==> src/rtl/core/ola_pkg.sv <==
`default_nettype none

package ola_pkg;

	localparam int unsigned DATA_W = 32;

	// Command codes
	typedef enum logic [1:0] {
		CMD_APPEND = 2'd0,
		CMD_DELETE = 2'd1,
		CMD_SHOW   = 2'd2,
		CMD_RSVD   = 2'd3
	} ola_cmd_t;

	// Status codes
	typedef enum logic [1:0] {
		ST_OK        = 2'd0,
		ST_NOT_FOUND = 2'd1,
		ST_FULL      = 2'd2,
		ST_EMPTY     = 2'd3
	} ola_status_t;

	// Input beat
	typedef struct packed {
		logic [1:0]               command;
		logic signed [DATA_W-1:0] value;
	} ola_in_t;

	// Output beat
	typedef struct packed {
		logic signed [DATA_W-1:0] item;
		logic [1:0]               status;
		logic                     last;
	} ola_out_t;

	// Broadcast control for the cell chain
	typedef struct packed {
		logic              shift;
		logic              load;
		logic [DATA_W-1:0] data;
	} ola_cell_ctrl_t;

endpackage

`default_nettype wire

==> src/rtl/core/ola_cell.sv <==
`default_nettype none

module ola_cell #(
	parameter int unsigned IDX   = 0,
	parameter int unsigned CNT_W = 5
) (
	input  logic                          clk,
	input  ola_pkg::ola_cell_ctrl_t       ctrl,
	input  logic [CNT_W-1:0]              load_idx,
	input  logic [ola_pkg::DATA_W-1:0]    right,
	output logic [ola_pkg::DATA_W-1:0]    q
);
	import ola_pkg::*;

	logic [DATA_W-1:0] data_q;

	// Load from the bus when addressed, else take the right neighbor on a shift
	always_ff @(posedge clk) begin
		if (ctrl.load && (load_idx == CNT_W'(IDX))) begin
			data_q <= ctrl.data;
		end else if (ctrl.shift) begin
			data_q <= right;
		end
	end

	assign q = data_q;

endmodule

`default_nettype wire

==> src/rtl/core/ordered_list_append_delete.sv <==
// Append, and delete or show on an empty list, give their beat in the cycle after accept.
// Delete walks the chain once, then gives its result beat; no new command is accepted until the walk ends.
// Show walks the chain and emits one beat per cycle, count beats in all.
// Throughput: append one per cycle while results are not stalled; delete and show hold the input until the walk ends.
// A stalled result beat pauses the walk and the input for as long as it stalls.
// Reset (arst_n low, async) empties the list; entry cells are not cleared.
`default_nettype none

module ordered_list_append_delete #(
	parameter int unsigned DEPTH = 16
) (
	input  logic              clk,
	input  logic              arst_n,
	input  logic              cmd_valid,
	output logic              cmd_stall,
	input  ola_pkg::ola_in_t  cmd,
	output logic              res_valid,
	input  logic              res_stall,
	output ola_pkg::ola_out_t res
);
	import ola_pkg::*;

	localparam int unsigned CNT_W = $clog2(DEPTH + 1);

	typedef enum logic [2:0] {
		S_IDLE = 3'b001,
		S_DEL  = 3'b010,
		S_SHOW = 3'b100
	} state_t;

	state_t            state_q;
	logic [CNT_W-1:0]  count_q;
	logic [CNT_W-1:0]  len_q;
	logic [CNT_W-1:0]  steps_q;
	logic              hit_q;
	logic [DATA_W-1:0] key_q;
	logic              res_valid_q;
	ola_out_t          res_q;

	logic              out_free;
	logic              cmd_acc;
	logic              walk;
	logic              last_step;
	logic              match;
	logic [DATA_W-1:0] head;
	logic [CNT_W-1:0]  len_next;
	logic              full;
	ola_cell_ctrl_t    cell_ctrl;
	logic [CNT_W-1:0]  load_idx;
	logic              new_valid;
	ola_out_t          new_res;

	logic [DATA_W-1:0] cell_q [DEPTH];

	// Handshake
	assign out_free  = !res_valid_q || !res_stall;
	assign cmd_stall = (state_q != S_IDLE) || !out_free;
	assign cmd_acc   = cmd_valid && !cmd_stall;

	// Walk step: pop the head, push it back at the tail unless it matches the key
	assign head      = cell_q[0];
	assign walk      = (state_q != S_IDLE) && out_free;
	assign last_step = (steps_q == CNT_W'(1));
	assign match     = (state_q == S_DEL) && (head == key_q);
	assign len_next  = len_q - CNT_W'(match);
	assign full      = (count_q == CNT_W'(DEPTH));

	// Cell chain control
	always_comb begin
		cell_ctrl = '0;
		load_idx  = count_q;
		if (walk) begin
			cell_ctrl.shift = 1'b1;
			cell_ctrl.load  = !match;
			cell_ctrl.data  = head;
			load_idx        = len_q - CNT_W'(1);
		end else if (cmd_acc && (cmd.command == CMD_APPEND) && !full) begin
			cell_ctrl.load  = 1'b1;
			cell_ctrl.data  = cmd.value;
		end
	end

	// Result beat for this cycle
	always_comb begin
		new_valid      = 1'b0;
		new_res.item   = '0;
		new_res.status = ST_OK;
		new_res.last   = 1'b1;
		if (walk) begin
			if (state_q == S_SHOW) begin
				new_valid    = 1'b1;
				new_res.item = signed'(head);
				new_res.last = last_step;
			end else if (last_step) begin
				new_valid      = 1'b1;
				new_res.status = (hit_q || match) ? ST_OK : ST_NOT_FOUND;
			end
		end else if (cmd_acc) begin
			unique case (cmd.command)
				CMD_APPEND: begin
					new_valid      = 1'b1;
					new_res.status = full ? ST_FULL : ST_OK;
				end
				CMD_DELETE: begin
					new_valid      = (count_q == '0);
					new_res.status = ST_NOT_FOUND;
				end
				CMD_SHOW: begin
					new_valid      = (count_q == '0);
					new_res.status = ST_EMPTY;
				end
				default: begin
					new_valid = 1'b0;
				end
			endcase
		end
	end

	// Sequencer and list length
	always_ff @(posedge clk or negedge arst_n) begin
		if (!arst_n) begin
			state_q <= S_IDLE;
			count_q <= '0;
			len_q   <= '0;
			steps_q <= '0;
			hit_q   <= 1'b0;
		end else if (walk) begin
			len_q   <= len_next;
			steps_q <= steps_q - CNT_W'(1);
			hit_q   <= hit_q || match;
			if (last_step) begin
				state_q <= S_IDLE;
				count_q <= len_next;
			end
		end else if (cmd_acc) begin
			len_q   <= count_q;
			steps_q <= count_q;
			hit_q   <= 1'b0;
			unique case (cmd.command)
				CMD_APPEND: begin
					if (!full) begin
						count_q <= count_q + CNT_W'(1);
					end
				end
				CMD_DELETE: begin
					if (count_q != '0) begin
						state_q <= S_DEL;
					end
				end
				CMD_SHOW: begin
					if (count_q != '0) begin
						state_q <= S_SHOW;
					end
				end
				default: begin
					state_q <= S_IDLE;
				end
			endcase
		end
	end

	// Delete key
	always_ff @(posedge clk) begin
		if (cmd_acc) begin
			key_q <= cmd.value;
		end
	end

	// Output register
	always_ff @(posedge clk or negedge arst_n) begin
		if (!arst_n) begin
			res_valid_q <= 1'b0;
		end else if (out_free) begin
			res_valid_q <= new_valid;
		end
	end

	always_ff @(posedge clk) begin
		if (out_free) begin
			res_q <= new_res;
		end
	end

	assign res_valid = res_valid_q;
	assign res       = res_q;

	// Chain of entry cells, cell 0 is the head
	for (genvar g = 0; g < DEPTH; g++) begin : g_cell
		logic [DATA_W-1:0] right;
		if (g == DEPTH - 1) begin : g_tail
			assign right = cell_q[g];
		end else begin : g_mid
			assign right = cell_q[g+1];
		end
		ola_cell #(
			.IDX   (g),
			.CNT_W (CNT_W)
		) u_cell (
			.clk      (clk),
			.ctrl     (cell_ctrl),
			.load_idx (load_idx),
			.right    (right),
			.q        (cell_q[g])
		);
	end

endmodule

`default_nettype wire

==> config.mk <==
export PLATFORM = sky130hd
export DESIGN_NAME = ordered_list_append_delete
export DESIGN_NICKNAME = d
export VERILOG_FILES = /design/src/rtl/core/ola_pkg.sv /design/src/rtl/core/ola_cell.sv /design/src/rtl/core/ordered_list_append_delete.sv
export SDC_FILE = /design/constraint.sdc
export NUM_CORES = 1
export LEC_CHECK = 0
export ABC_AREA = 0
export BUFFER_PORTS_ARGS = -buffer_cell sky130_fd_sc_hd__buf_2
export CAP_MARGIN = 0
export CORE_MARGIN = 1
export CORE_UTILIZATION = 30
export DETAILED_ROUTE_END_ITERATION = 7
export PLACE_DENSITY = 0.56
export SLEW_MARGIN = 30
export SYNTH_ARGS = -nofsm -noshare
export SYNTH_HDL_FRONTEND = slang
export SYNTH_SLANG_ARGS = --single-unit
==> constraint.sdc <==
create_clock -name clk -period 4.03 [get_ports clk]
set_input_delay 0.403 -clock clk [delete_from_list [all_inputs] [get_ports clk]]
set_output_delay 0.403 -clock clk [all_outputs]
set_load 0.03 [all_outputs]
== After elaboration in Yosys (flattened, before gate mapping) ==
Cells that the tools add are included.

* Add/subtract/negate cells: 4
* Equality and inequality tests: 28
* Multiplexer cells: 62
* Reductions and logical operators: 55

{| class="wikitable"
|+ Operators by type and width
! kind !! count
|-
| 32-bit two-way mux || 30
|-
| 33-bit two-way mux || 2
|-
| 5-bit two-way mux || 9
|-
| 5-bit by 4-bit equality test with 1-bit output, second input constant || 8
|-
| 2-bit nonzero test || 17
|-
| 32-bit equality test || 1
|-
| 1-bit logical AND || 21
|-
| 5-bit by 3-bit equality test with 1-bit output, second input constant || 4
|-
| 3-bit two-way mux || 5
|-
| 5-bit by 1-bit equality test with 1-bit output, second input constant || 2
|-
| 5-bit by 2-bit equality test with 1-bit output, second input constant || 2
|-
| 5-bit logical NOT || 2
|-
| 1-bit two-way mux || 10
|-
| 5-bit by 1-bit subtractor with 5-bit output, second input constant || 2
|-
| 3-bit case mux with 3 select lines || 1
|-
| 1-bit logical NOT || 6
|-
| 2-bit two-way mux || 3
|-
| 3-bit inequality test, second input constant || 2
|-
| 2-bit case mux with 3 select lines || 1
|-
| 5-bit by 1-bit adder with 5-bit output, second input constant || 1
|-
| 5-bit equality test, second input constant || 1
|-
| 5-bit AND reduction || 1
|-
| 5-bit nonzero test || 1
|-
| 5-bit by 1-bit subtractor with 5-bit output || 1
|-
| other kinds (13) || 16
|}

* Bits in registers: 599

== Logic depth before layout (Yosys ltp) ==
Gate-level depths: netlist of the first run.

* Depth after elaboration: 12
* Gate-level depth with buffers: 13

== Modules after synthesis ==
Synthesis of the first run repeated with hierarchy kept, for this count alone.

* Cells, all modules: 1471
* Area total of the unflattened synthesis: 27905.5 um^2

{| class="wikitable"
|+ By module, submodules not included
! module !! instances !! cells each !! area an instance (um^2) !! seq. area each (um^2)
|-
| ola_cell (g_cell[1].u_cell ...) || 4 || 70 || 1514.0 || 960.9
|-
| ola_cell (g_cell[10].u_cell ...) || 4 || 70 || 1502.7 || 960.9
|-
| ola_cell (g_cell[11].u_cell ...) || 4 || 70 || 1403.8 || 960.9
|-
| ordered_list_append_delete || 1 || 350 || 4302.9 || 2513.7
|-
| ola_cell (g_cell[3].u_cell) || 1 || 71 || 1522.7 || 960.9
|-
| ola_cell (g_cell[12].u_cell) || 1 || 70 || 1511.4 || 960.9
|-
| ola_cell (g_cell[0].u_cell) || 1 || 70 || 1493.9 || 960.9
|-
| ola_cell (g_cell[15].u_cell) || 1 || 70 || 1392.6 || 960.9
|}

== Worst setup path after synthesis of the first run ==
OpenSTA, ideal clock, no wires.

* Path type: reg2reg
* Start point: reg state_q[0]
* End point: reg g_cell[3].u_cell.data_q[0], enable pin
* Library setup time: 466 ps
* Arrival: 3790 ps
* Data required time: 3564 ps
* Setup slack: -225 ps
* Cell stages (with the launch flop): 7
* Path buffers: 2
* Cells stage by stage: dfstp_2 -> nor3b_4 -> or2_1 -> buf_4 -> clkbuf_1 -> a22oi_1 -> o21ai_0

* Word-level cells in the longest chain between the ends: 10

{| class="wikitable"
|+ Ends and longest elaborated chain
! what !! RTL line !! RTL
|-
| start: declaration || ordered_list_append_delete.sv:31 || <nowiki>state_t state_q;</nowiki>
|-
| start signal: assignment || ordered_list_append_delete.sv:122 || <nowiki>state_q <= S_IDLE;</nowiki>
|-
| start signal: assignment || ordered_list_append_delete.sv:132 || <nowiki>state_q <= S_IDLE;</nowiki>
|-
| start signal: assignment || ordered_list_append_delete.sv:147 || <nowiki>state_q <= S_DEL;</nowiki>
|-
| 3-bit by 1-bit inequality test with 1-bit output || ordered_list_append_delete.sv:57, ordered_list_append_delete.sv:62 ||
|-
| 1-bit logical OR || ordered_list_append_delete.sv:57 || <nowiki>assign cmd_stall = (state_q != S_IDLE) || !out_free;</nowiki>
|-
| 1-bit logical NOT || ordered_list_append_delete.sv:58 || <nowiki>assign cmd_acc = cmd_valid && !cmd_stall;</nowiki>
|-
| 1-bit logical AND || ordered_list_append_delete.sv:58 ||
|-
| 1-bit logical AND (2 in a row) || ordered_list_append_delete.sv:77 || <nowiki>end else if (cmd_acc && (cmd.command == CMD_APPEND) && !full) begin</nowiki>
|-
| 33-bit two-way mux || ordered_list_append_delete.sv:77 ||
|-
| 33-bit two-way mux || ordered_list_append_delete.sv:72 || <nowiki>if (walk) begin</nowiki>
|-
| 1-bit logical AND || ola_cell.sv:19 || <nowiki>if (ctrl.load && (load_idx == CNT_W'(IDX))) begin</nowiki>
|-
| 2-bit nonzero test (no line) (*) || - ||
|-
| end signal: assignment || ola_cell.sv:20 || <nowiki>data_q <= ctrl.data;</nowiki>
|-
| end signal: assignment || ola_cell.sv:22 || <nowiki>data_q <= right;</nowiki>
|-
| end: declaration || ola_cell.sv:15 || <nowiki>logic [DATA_W-1:0] data_q;</nowiki>
|}

Every way passes the cells marked *; elsewhere a longest branch is shown, timed or not.
A chain may end at the register's enable or synchronous reset.

== Worst setup path in the final report of the first run ==
* Start point: reg g_cell[0].u_cell.data_q[1]
* End point: reg count_q[4]

* Word-level cells in the longest chain between the ends: 5

{| class="wikitable"
|+ Ends and longest elaborated chain
! what !! RTL line !! RTL
|-
| start: declaration || ola_cell.sv:15 ||
|-
| start signal: assignment || ola_cell.sv:20 ||
|-
| start signal: assignment || ola_cell.sv:22 ||
|-
| 32-bit equality test || ordered_list_append_delete.sv:64 || <nowiki>assign match = (state_q == S_DEL) && (head == key_q);</nowiki>
|-
| 1-bit logical AND || ordered_list_append_delete.sv:64 ||
|-
| 5-bit by 1-bit subtractor with 5-bit output || ordered_list_append_delete.sv:65 || <nowiki>assign len_next = len_q - CNT_W'(match);</nowiki>
|-
| 5-bit two-way mux || ordered_list_append_delete.sv:131 || <nowiki>if (last_step) begin</nowiki>
|-
| 5-bit two-way mux || ordered_list_append_delete.sv:127 || <nowiki>end else if (walk) begin</nowiki>
|-
| end signal: assignment || ordered_list_append_delete.sv:133 || <nowiki>count_q <= len_next;</nowiki>
|-
| end signal: assignment || ordered_list_append_delete.sv:142 || <nowiki>count_q <= count_q + CNT_W'(1);</nowiki>
|-
| end: declaration || ordered_list_append_delete.sv:32 || <nowiki>logic [CNT_W-1:0] count_q;</nowiki>
|}

No other way between the ends. The select of a mux whose other input is x is not followed.

==> metrics.yaml, run 1 <==
logic_synthesis:
  synth_area_leaders: "edfxtp_1 (67%), mux2_2 (19%), dfrtp_1 (1.8%)"
  ys_types: 58
  synth-main-ff-cell: "edfxtp_1"
  synth_area_um2: 26000
  ys_seq_area_share_pct: 68.8
  synth_top_cell_by_area: "edfxtp_1"
  synth_warnings: 0
  synth.most_common_cell: "edfxtp_1"
  synthArstFlopShare_pct: 3.34
  synthCells: 1502
  synth_area_per_cell_um2: 17.3
  synth_edf_count: 579
  synth_top_cell_area_share_pct: 66.9
  synth_nets: 1551
  ys_top_cells_by_count: "edfxtp_1 (579), mux2_2 (444), buf_2 (68)"
  ys_ff_latch: 599
min_path:
  holdCritPathClass: "input port to flip-flop"
  hold_path_depth: 1
  hold_start: "cmd[5]"
clocking:
  cts_root_buf: "clkbuf_16"
  ctsHtreeMaxLevel: 2
  cts_tree: "built"
  clkTransAtPathRegs_ns: 0.06
  tritoncts.num_buffers: 59
  clockBufferDepth: 3
  clock-sinks: 599
  cts_hold_buf: 26
  clk_latency_ns: 0.63
  cts_resized: 0
  post_cts_buffers: 0
critical_path:
  cp-startpoint: "g_cell[0].u_cell.q[1]$_DFFE_PP_"
  cp.depth: 12
  reg2reg_depth: 12
  reg2reg_to: "count_q[4]$_DFFE_PN0P_"
  crit_arrival_ns: 4.23
  cp_top_family: "simple AND/OR/NAND/NOR gates"
  crit_chain: "xnor2_1 -> nand4_1 -> or2_2 -> nor4_1 -> ha_1 -> ha_1 -> nand2b_1 -> nor2_1 -> xor2_1 -> nor2_1 -> a31oi_1 -> a2bb2oi_1"
  cp-start-kind: "flip-flop"
  path_buf_inv: 0
  worstSetupEndpointType: "flip-flop"
  cp-endpoint: "count_q[4]$_DFFE_PN0P_"
  crit_slowest_cell: "nor4_1"
  r2r_slack_ns: 0.32
  critPathKind: "flip-flop to flip-flop"
  cp_max_fo: 3
  worstPathRequired_ns: 4.55
  reg2reg_from: "g_cell[0].u_cell.q[1]$_DFFE_PP_"
  slowest_delay_ns: 0.61
sta:
  setup_viol: 0
  fin_crit_ns: 3.71
  timing.hold.ws_ns: 0.0415
  slew_headroom_pct: 44.5
  worst_pin_slew_ns: 0.832
  rsz0062_at_grt: "false"
  max_freq_mhz: 270
  finalHoldViolCount: 0
  fin_skew_ns: 0.0332
  period_share_pct: 92.0
  maxSlewViolCount: 0
detailed_routing:
  dr.pass1.iters: 5
  viasPerCell: 4.62
  vias: 12900
  drtIter0Drc: 826
  drc_errors: 0
  postRouteAntennaNets: 0
  avgRoutedWirePerCell_um: 17.5
  wirelength_mm: 48.9
placement:
  dp_hpwl_mm: 33.2
  place_area_um2: 27800
  portBuffers: 74
  place.gp.congestion: 0.800
global_route:
  grt_usage_pct: 11.2
  grt_pass1_vias: 13300
  grt_max_degree: 72
  overflow: 0
  grt_pass1_wl_mm: 77.9
  antenna_found_initial: 0
final_layout:
  layout-drive-gt1-share_pct: 41.6
  num_antenna_cells: 0
  fin_util_pct: 35.0
  n_fill_cell: 7987
  area_growth_pct: 15.1
  final_area_um2: 29900
  fin_nets: 1645
floorplan:
  ios: 75
  rows: 107
  core-area_um2: 85500
  die_w_um: 296
  fp.dieH_um: 296
  floorplan.initialDensity_pct: 30.4
  die-area_um2: 87800
power:
  power.density_nw_per_um2: 868
  p_leak_nw: 10.6
  ir_drop_mv: 0.469
flow_run:
  maxCapViolCount: 0
run_status:
  status: "completed"
==> flip-flops by register name, indices dropped and copies added (netlist names) <==
name             flops
count_q              5
g_cell.u_cell.q    512
hit_q                1
key_q               32
len_q                5
res                 35
res_valid            1
state_q              3
steps_q              5
==> layer usage <==
| layer | vias to the layer above | global-route usage (%) | wire length (um) |
|---|---|---|---|
| met5 | - | 0 | 0 |
| met4 | 0 | 3.28 | 953 |
| met3 | 64 | 1.68 | 1880 |
| met2 | 255 | 18.8 | 23600 |
| met1 | 6526 | 14.9 | 22400 |
| li1 | 6035 | - | - |
==> worst register-to-register path, cell delays in order (launching register included) <==
cell	delay, ns
edfxtp_1	0.45
xnor2_1	0.49
nand4_1	0.36
or2_2	0.39
nor4_1	0.61
ha_1	0.31
ha_1	0.20
nand2b_1	0.10
nor2_1	0.13
xor2_1	0.16
nor2_1	0.08
a31oi_1	0.18
a2bb2oi_1	0.18
==> cells in the final DEF (no fill, tap or decap), types with 3 or more instances in the layout <==
master	count
clkbuf_1	8
xnor2_1	26
nor2_1	18
edfxtp_1	579
o21ai_0	13
inv_1	11
ha_1	11
mux2_2	444
clkinv_1	18
a22o_1	35
nand2b_1	7
o22ai_1	3
nand3_1	13
dfrtp_1	19
and3_1	36
nand2_1	36
nor3_1	5
or2_2	4
mux2_1	37
nor4_1	5
and3_2	6
a21oi_1	11
clkinvlp_4	3
clkinv_2	15
buf_12	10
nand3_2	9
buf_2	74
bufinv_16	3
buf_4	30
dlygate4sd3_1	26
o21ai_4	10
xor2_1	11
clkbuf_16	59
nand4_1	5
==> cell type report <==
type | instances | area, um^2 | area share, %
inverters | 13 | 48.8 | 0.163
multi-input cells | 782 | 7650 | 25.6
repair buffers | 141 | 1080 | 3.62
well taps | 1144 | 1430 | 4.79
clock buffers | 67 | 1510 | 5.04
clock inverters | 41 | 307 | 1.02
flip-flops and latches | 599 | 17900 | 59.8
==> worst min-delay path by stage <==
| stage | end | slack (ns) |
|---|---|---|
| floorplan | count_q[0]$_DFFE_PN0P_ | 0.11 |
| global placement | state_q[1]$_DFFE_PN0P_ | 0.40 |
| detailed placement | res_valid$_DFFE_PN0N_ | 0.41 |
| CTS | key_q[2]$_DFFE_PP_ | 0.009 |
| global route | key_q[5]$_DFFE_PP_ | 0.007 |
| finish | key_q[5]$_DFFE_PP_ | 0.04 |
==> through the flow <==
stage / worst slack, ns / std cells / TNS (ns) / power, mW
after floorplan: -0.225 / 1502 / -35.42 / 18.4
after global placement: 0.251 / 2652 / 0 / 20.7
after detailed placement: 0.261 / 2653 / 0 / 21.0
after CTS: 0.229 / 2787 / 0 / 26.3
after global routing: 0.107 / 2787 / 0 / 27.5
final: 0.320 / 2787 / 0 / 26.0
==> cells by family (layout without fill, tap and decap cells) <==
group | after synthesis | after routing | synth area share (%)
compound gates | 97 | 97 | 2.77
xor+xnor | 37 | 37 | 1.25
fa+ha+maj | 11 | 11 | 0.529
buf+inv | 121 | 262 | 2.36
flops | 599 | 599 | 68.8
mux | 482 | 482 | 20.9
simple gates | 155 | 155 | 3.41
==> power breakdown <==
group | total [mW] | internal [mW] | switching [mW]
sequential | 12.4 | 11.5 | 0.905
combinational | 8.37 | 3.32 | 5.05
clock | 5.19 | 2.87 | 2.32
total | 26.0 | 17.7 | 8.27
No activity file was read; power rests on OpenSTA's default activity.
==> run 2: changes to the inputs <==
--- a/config.mk
+++ b/config.mk
@@ -7,11 +7,12 @@
 export LEC_CHECK = 0
 export ABC_AREA = 0
 export BUFFER_PORTS_ARGS = -buffer_cell sky130_fd_sc_hd__buf_2
-export CAP_MARGIN = 0
+export CELL_PAD_IN_SITES_DETAIL_PLACEMENT = 0
+export CELL_PAD_IN_SITES_GLOBAL_PLACEMENT = 2
 export CORE_MARGIN = 1
 export CORE_UTILIZATION = 30
 export DETAILED_ROUTE_END_ITERATION = 7
-export PLACE_DENSITY = 0.56
+export PLACE_DENSITY = 0.66
 export SLEW_MARGIN = 30
 export SYNTH_ARGS = -nofsm -noshare
 export SYNTH_HDL_FRONTEND = slang
==> run 2 against run 1 <==
Setup slack improved by 0.28 ns. Flip-flop and latch count did not move. Clock skew fell by 0.0027 ns. Largest cell class unchanged. Sequential share of layout area fell by 0.47 points. Critical endpoint is now g_cell[14].u_cell.q[0]$_DFFE_PP_. Largest power group unchanged. Worst hold slack improved by 0.011 ns. Global-route usage rose by 1.1 points. Cell count rose by 0.47%. Fmax rose by 8.1%. Die area did not move. First-iteration DRC count fell by 4.1%. Sequential power barely moved.
==> metrics.yaml, run 2 (synthesized netlist as in run 1, its figures left out) <==
floorplan:
  rows: 107
  die-area_um2: 87800
  die_w_um: 296
  ios: 75
  floorplan.initialDensity_pct: 30.4
  fp.dieH_um: 296
  core-area_um2: 85500
final_layout:
  num_antenna_cells: 0
  largest_reg_flops: 512
  multi_input_area_um2: 7650
  layout_common_cells: "edfxtp_1 (579), mux2_2 (444), buf_2 (74)"
  final_cell_count_no_fill: 2800
  n_fill_cell: 8048
  final_common_cell: "edfxtp_1"
  fin_nets: 1657
  layout-drive-gt1-share_pct: 41.9
  fin_util_pct: 35.2
  final_area_um2: 30200
  area_growth_pct: 16.0
  regArea_um2: 17900
sta:
  worst_slack_ns: 0.597
  slew_headroom_pct: 38.1
  worst_pin_slew_ns: 0.928
  fin_tns_setup_ns: 0
  rsz0062_at_grt: "false"
  maxSlewViolCount: 0
  setup_viol: 0
  fin_skew_ns: 0.0305
  max_freq_mhz: 291
  period_share_pct: 85.2
  finalHoldViolCount: 0
  timing.hold.ws_ns: 0.0529
  fin_crit_ns: 3.43
detailed_routing:
  dr.pass1.iters: 5
  avgRoutedWirePerCell_um: 18.9
  met2_length_mm: 25.9
  vias: 13000
  drc_errors: 0
  viasPerCell: 4.65
  highest_layer: "met4"
  drtIter0Drc: 792
  postRouteAntennaNets: 0
  wirelength_mm: 52.9
  wl_met1_mm: 23.8
  route.met3.wl_mm: 1.84
clocking:
  clockBufferDepth: 3
  ctsHtreeMaxLevel: 2
  clk_latency_ns: 0.63
  cts_resized: 0
  post_cts_buffers: 0
  clock-sinks: 599
  cts_tree: "built"
  cts_hold_buf: 32
  cts_root_buf: "clkbuf_16"
  clkTransAtPathRegs_ns: 0.06
  tritoncts.num_buffers: 61
placement:
  place_area_um2: 27900
  place_ws_ns: 0.564
  portBuffers: 74
  dp_hpwl_mm: 35.0
  place.gp.congestion: 0.783
  dpl.cell_count: 2656
power:
  power.density_nw_per_um2: 881
  finalPower_mw: 26.6
  ir_drop_mv: 0.392
  p_leak_nw: 10.7
run_status:
  status: "completed"
global_route:
  grt_usage_pct: 12.2
  grt_max_degree: 71
  overflow: 0
  grt_pass1_wl_mm: 83.5
  grt_pass1_vias: 13500
  antenna_found_initial: 0
min_path:
  hold_path_depth: 1
  holdCritPathClass: "input port to flip-flop"
  hold_end: "key_q[28]$_DFFE_PP_"
  hold_start: "cmd[28]"
critical_path:
  worstPathRequired_ns: 4.41
  cp_max_fo: 32
  reg2reg_to: "g_cell[14].u_cell.q[0]$_DFFE_PP_"
  cp-start-kind: "flip-flop"
  r2r_slack_ns: 0.60
  reg2reg_depth: 6
  crit_arrival_ns: 3.81
  reg2reg_from: "g_cell[0].u_cell.q[4]$_DFFE_PP_"
  critPathKind: "flip-flop to flip-flop"
  worstSetupEndpointType: "flip-flop"
flow_run:
  maxCapViolCount: 0
## run 2: cell count changes in the layout (fill, tap and decap cells not counted), moves of 4 or more
cell           change
dlygate4sd3_1      +6
nand2_1            -5
clkinv_2           -4
nand2_2            +5
## run 2: critical path, stage by stage (launching register included)
cell,delay [ns]
edfxtp_1,0.43
xnor2_1,0.46
nand4_1,0.23
nor4_1,0.38
nand4b_2,0.51
and3_2,0.70
mux2_1,0.45
## run 2: worst max path at each step
stage | startpoint | to | slack [ns] | depth (start not counted)
2_1_floorplan | state_q[0]$_DFFE_PN1P_ | g_cell[3].u_cell.q[0]$_DFFE_PP_ | -0.23 | 6
3_3_place_gp | g_cell[0].u_cell.q[4]$_DFFE_PP_ | g_cell[14].u_cell.q[0]$_DFFE_PP_ | 0.59 | 6
3_5_place_dp | g_cell[0].u_cell.q[4]$_DFFE_PP_ | g_cell[14].u_cell.q[0]$_DFFE_PP_ | 0.56 | 6
4_1_cts | g_cell[0].u_cell.q[4]$_DFFE_PP_ | g_cell[14].u_cell.q[0]$_DFFE_PP_ | 0.54 | 6
5_1_grt | g_cell[0].u_cell.q[19]$_DFFE_PP_ | g_cell[14].u_cell.q[0]$_DFFE_PP_ | 0.48 | 8
6_report | g_cell[0].u_cell.q[4]$_DFFE_PP_ | g_cell[14].u_cell.q[0]$_DFFE_PP_ | 0.60 | 6
## run 2: final cells by class
type,count,share of cell area [%]
flip-flops and latches,599,59.3
multi-input cells,782,25.4
clock inverters,39,1.22
well taps,1144,4.75
repair buffers,151,3.95
inverters,13,0.162
clock buffers,72,5.20
## run 2: power by group
group	total (mW)	internal [mW]	switching [mW]
combinational	8.60	3.36	5.24
sequential	12.4	11.5	0.923
clock	5.54	3.15	2.39
total	26.6	18.0	8.55
## run 2: per-layer routing
layer | GRT usage (%) | up-vias
met5 | 0 | -
met4 | 3.80 | 0
met3 | 1.91 | 68
met2 | 20.7 | 215
met1 | 16.0 | 6654
li1 | - | 6092
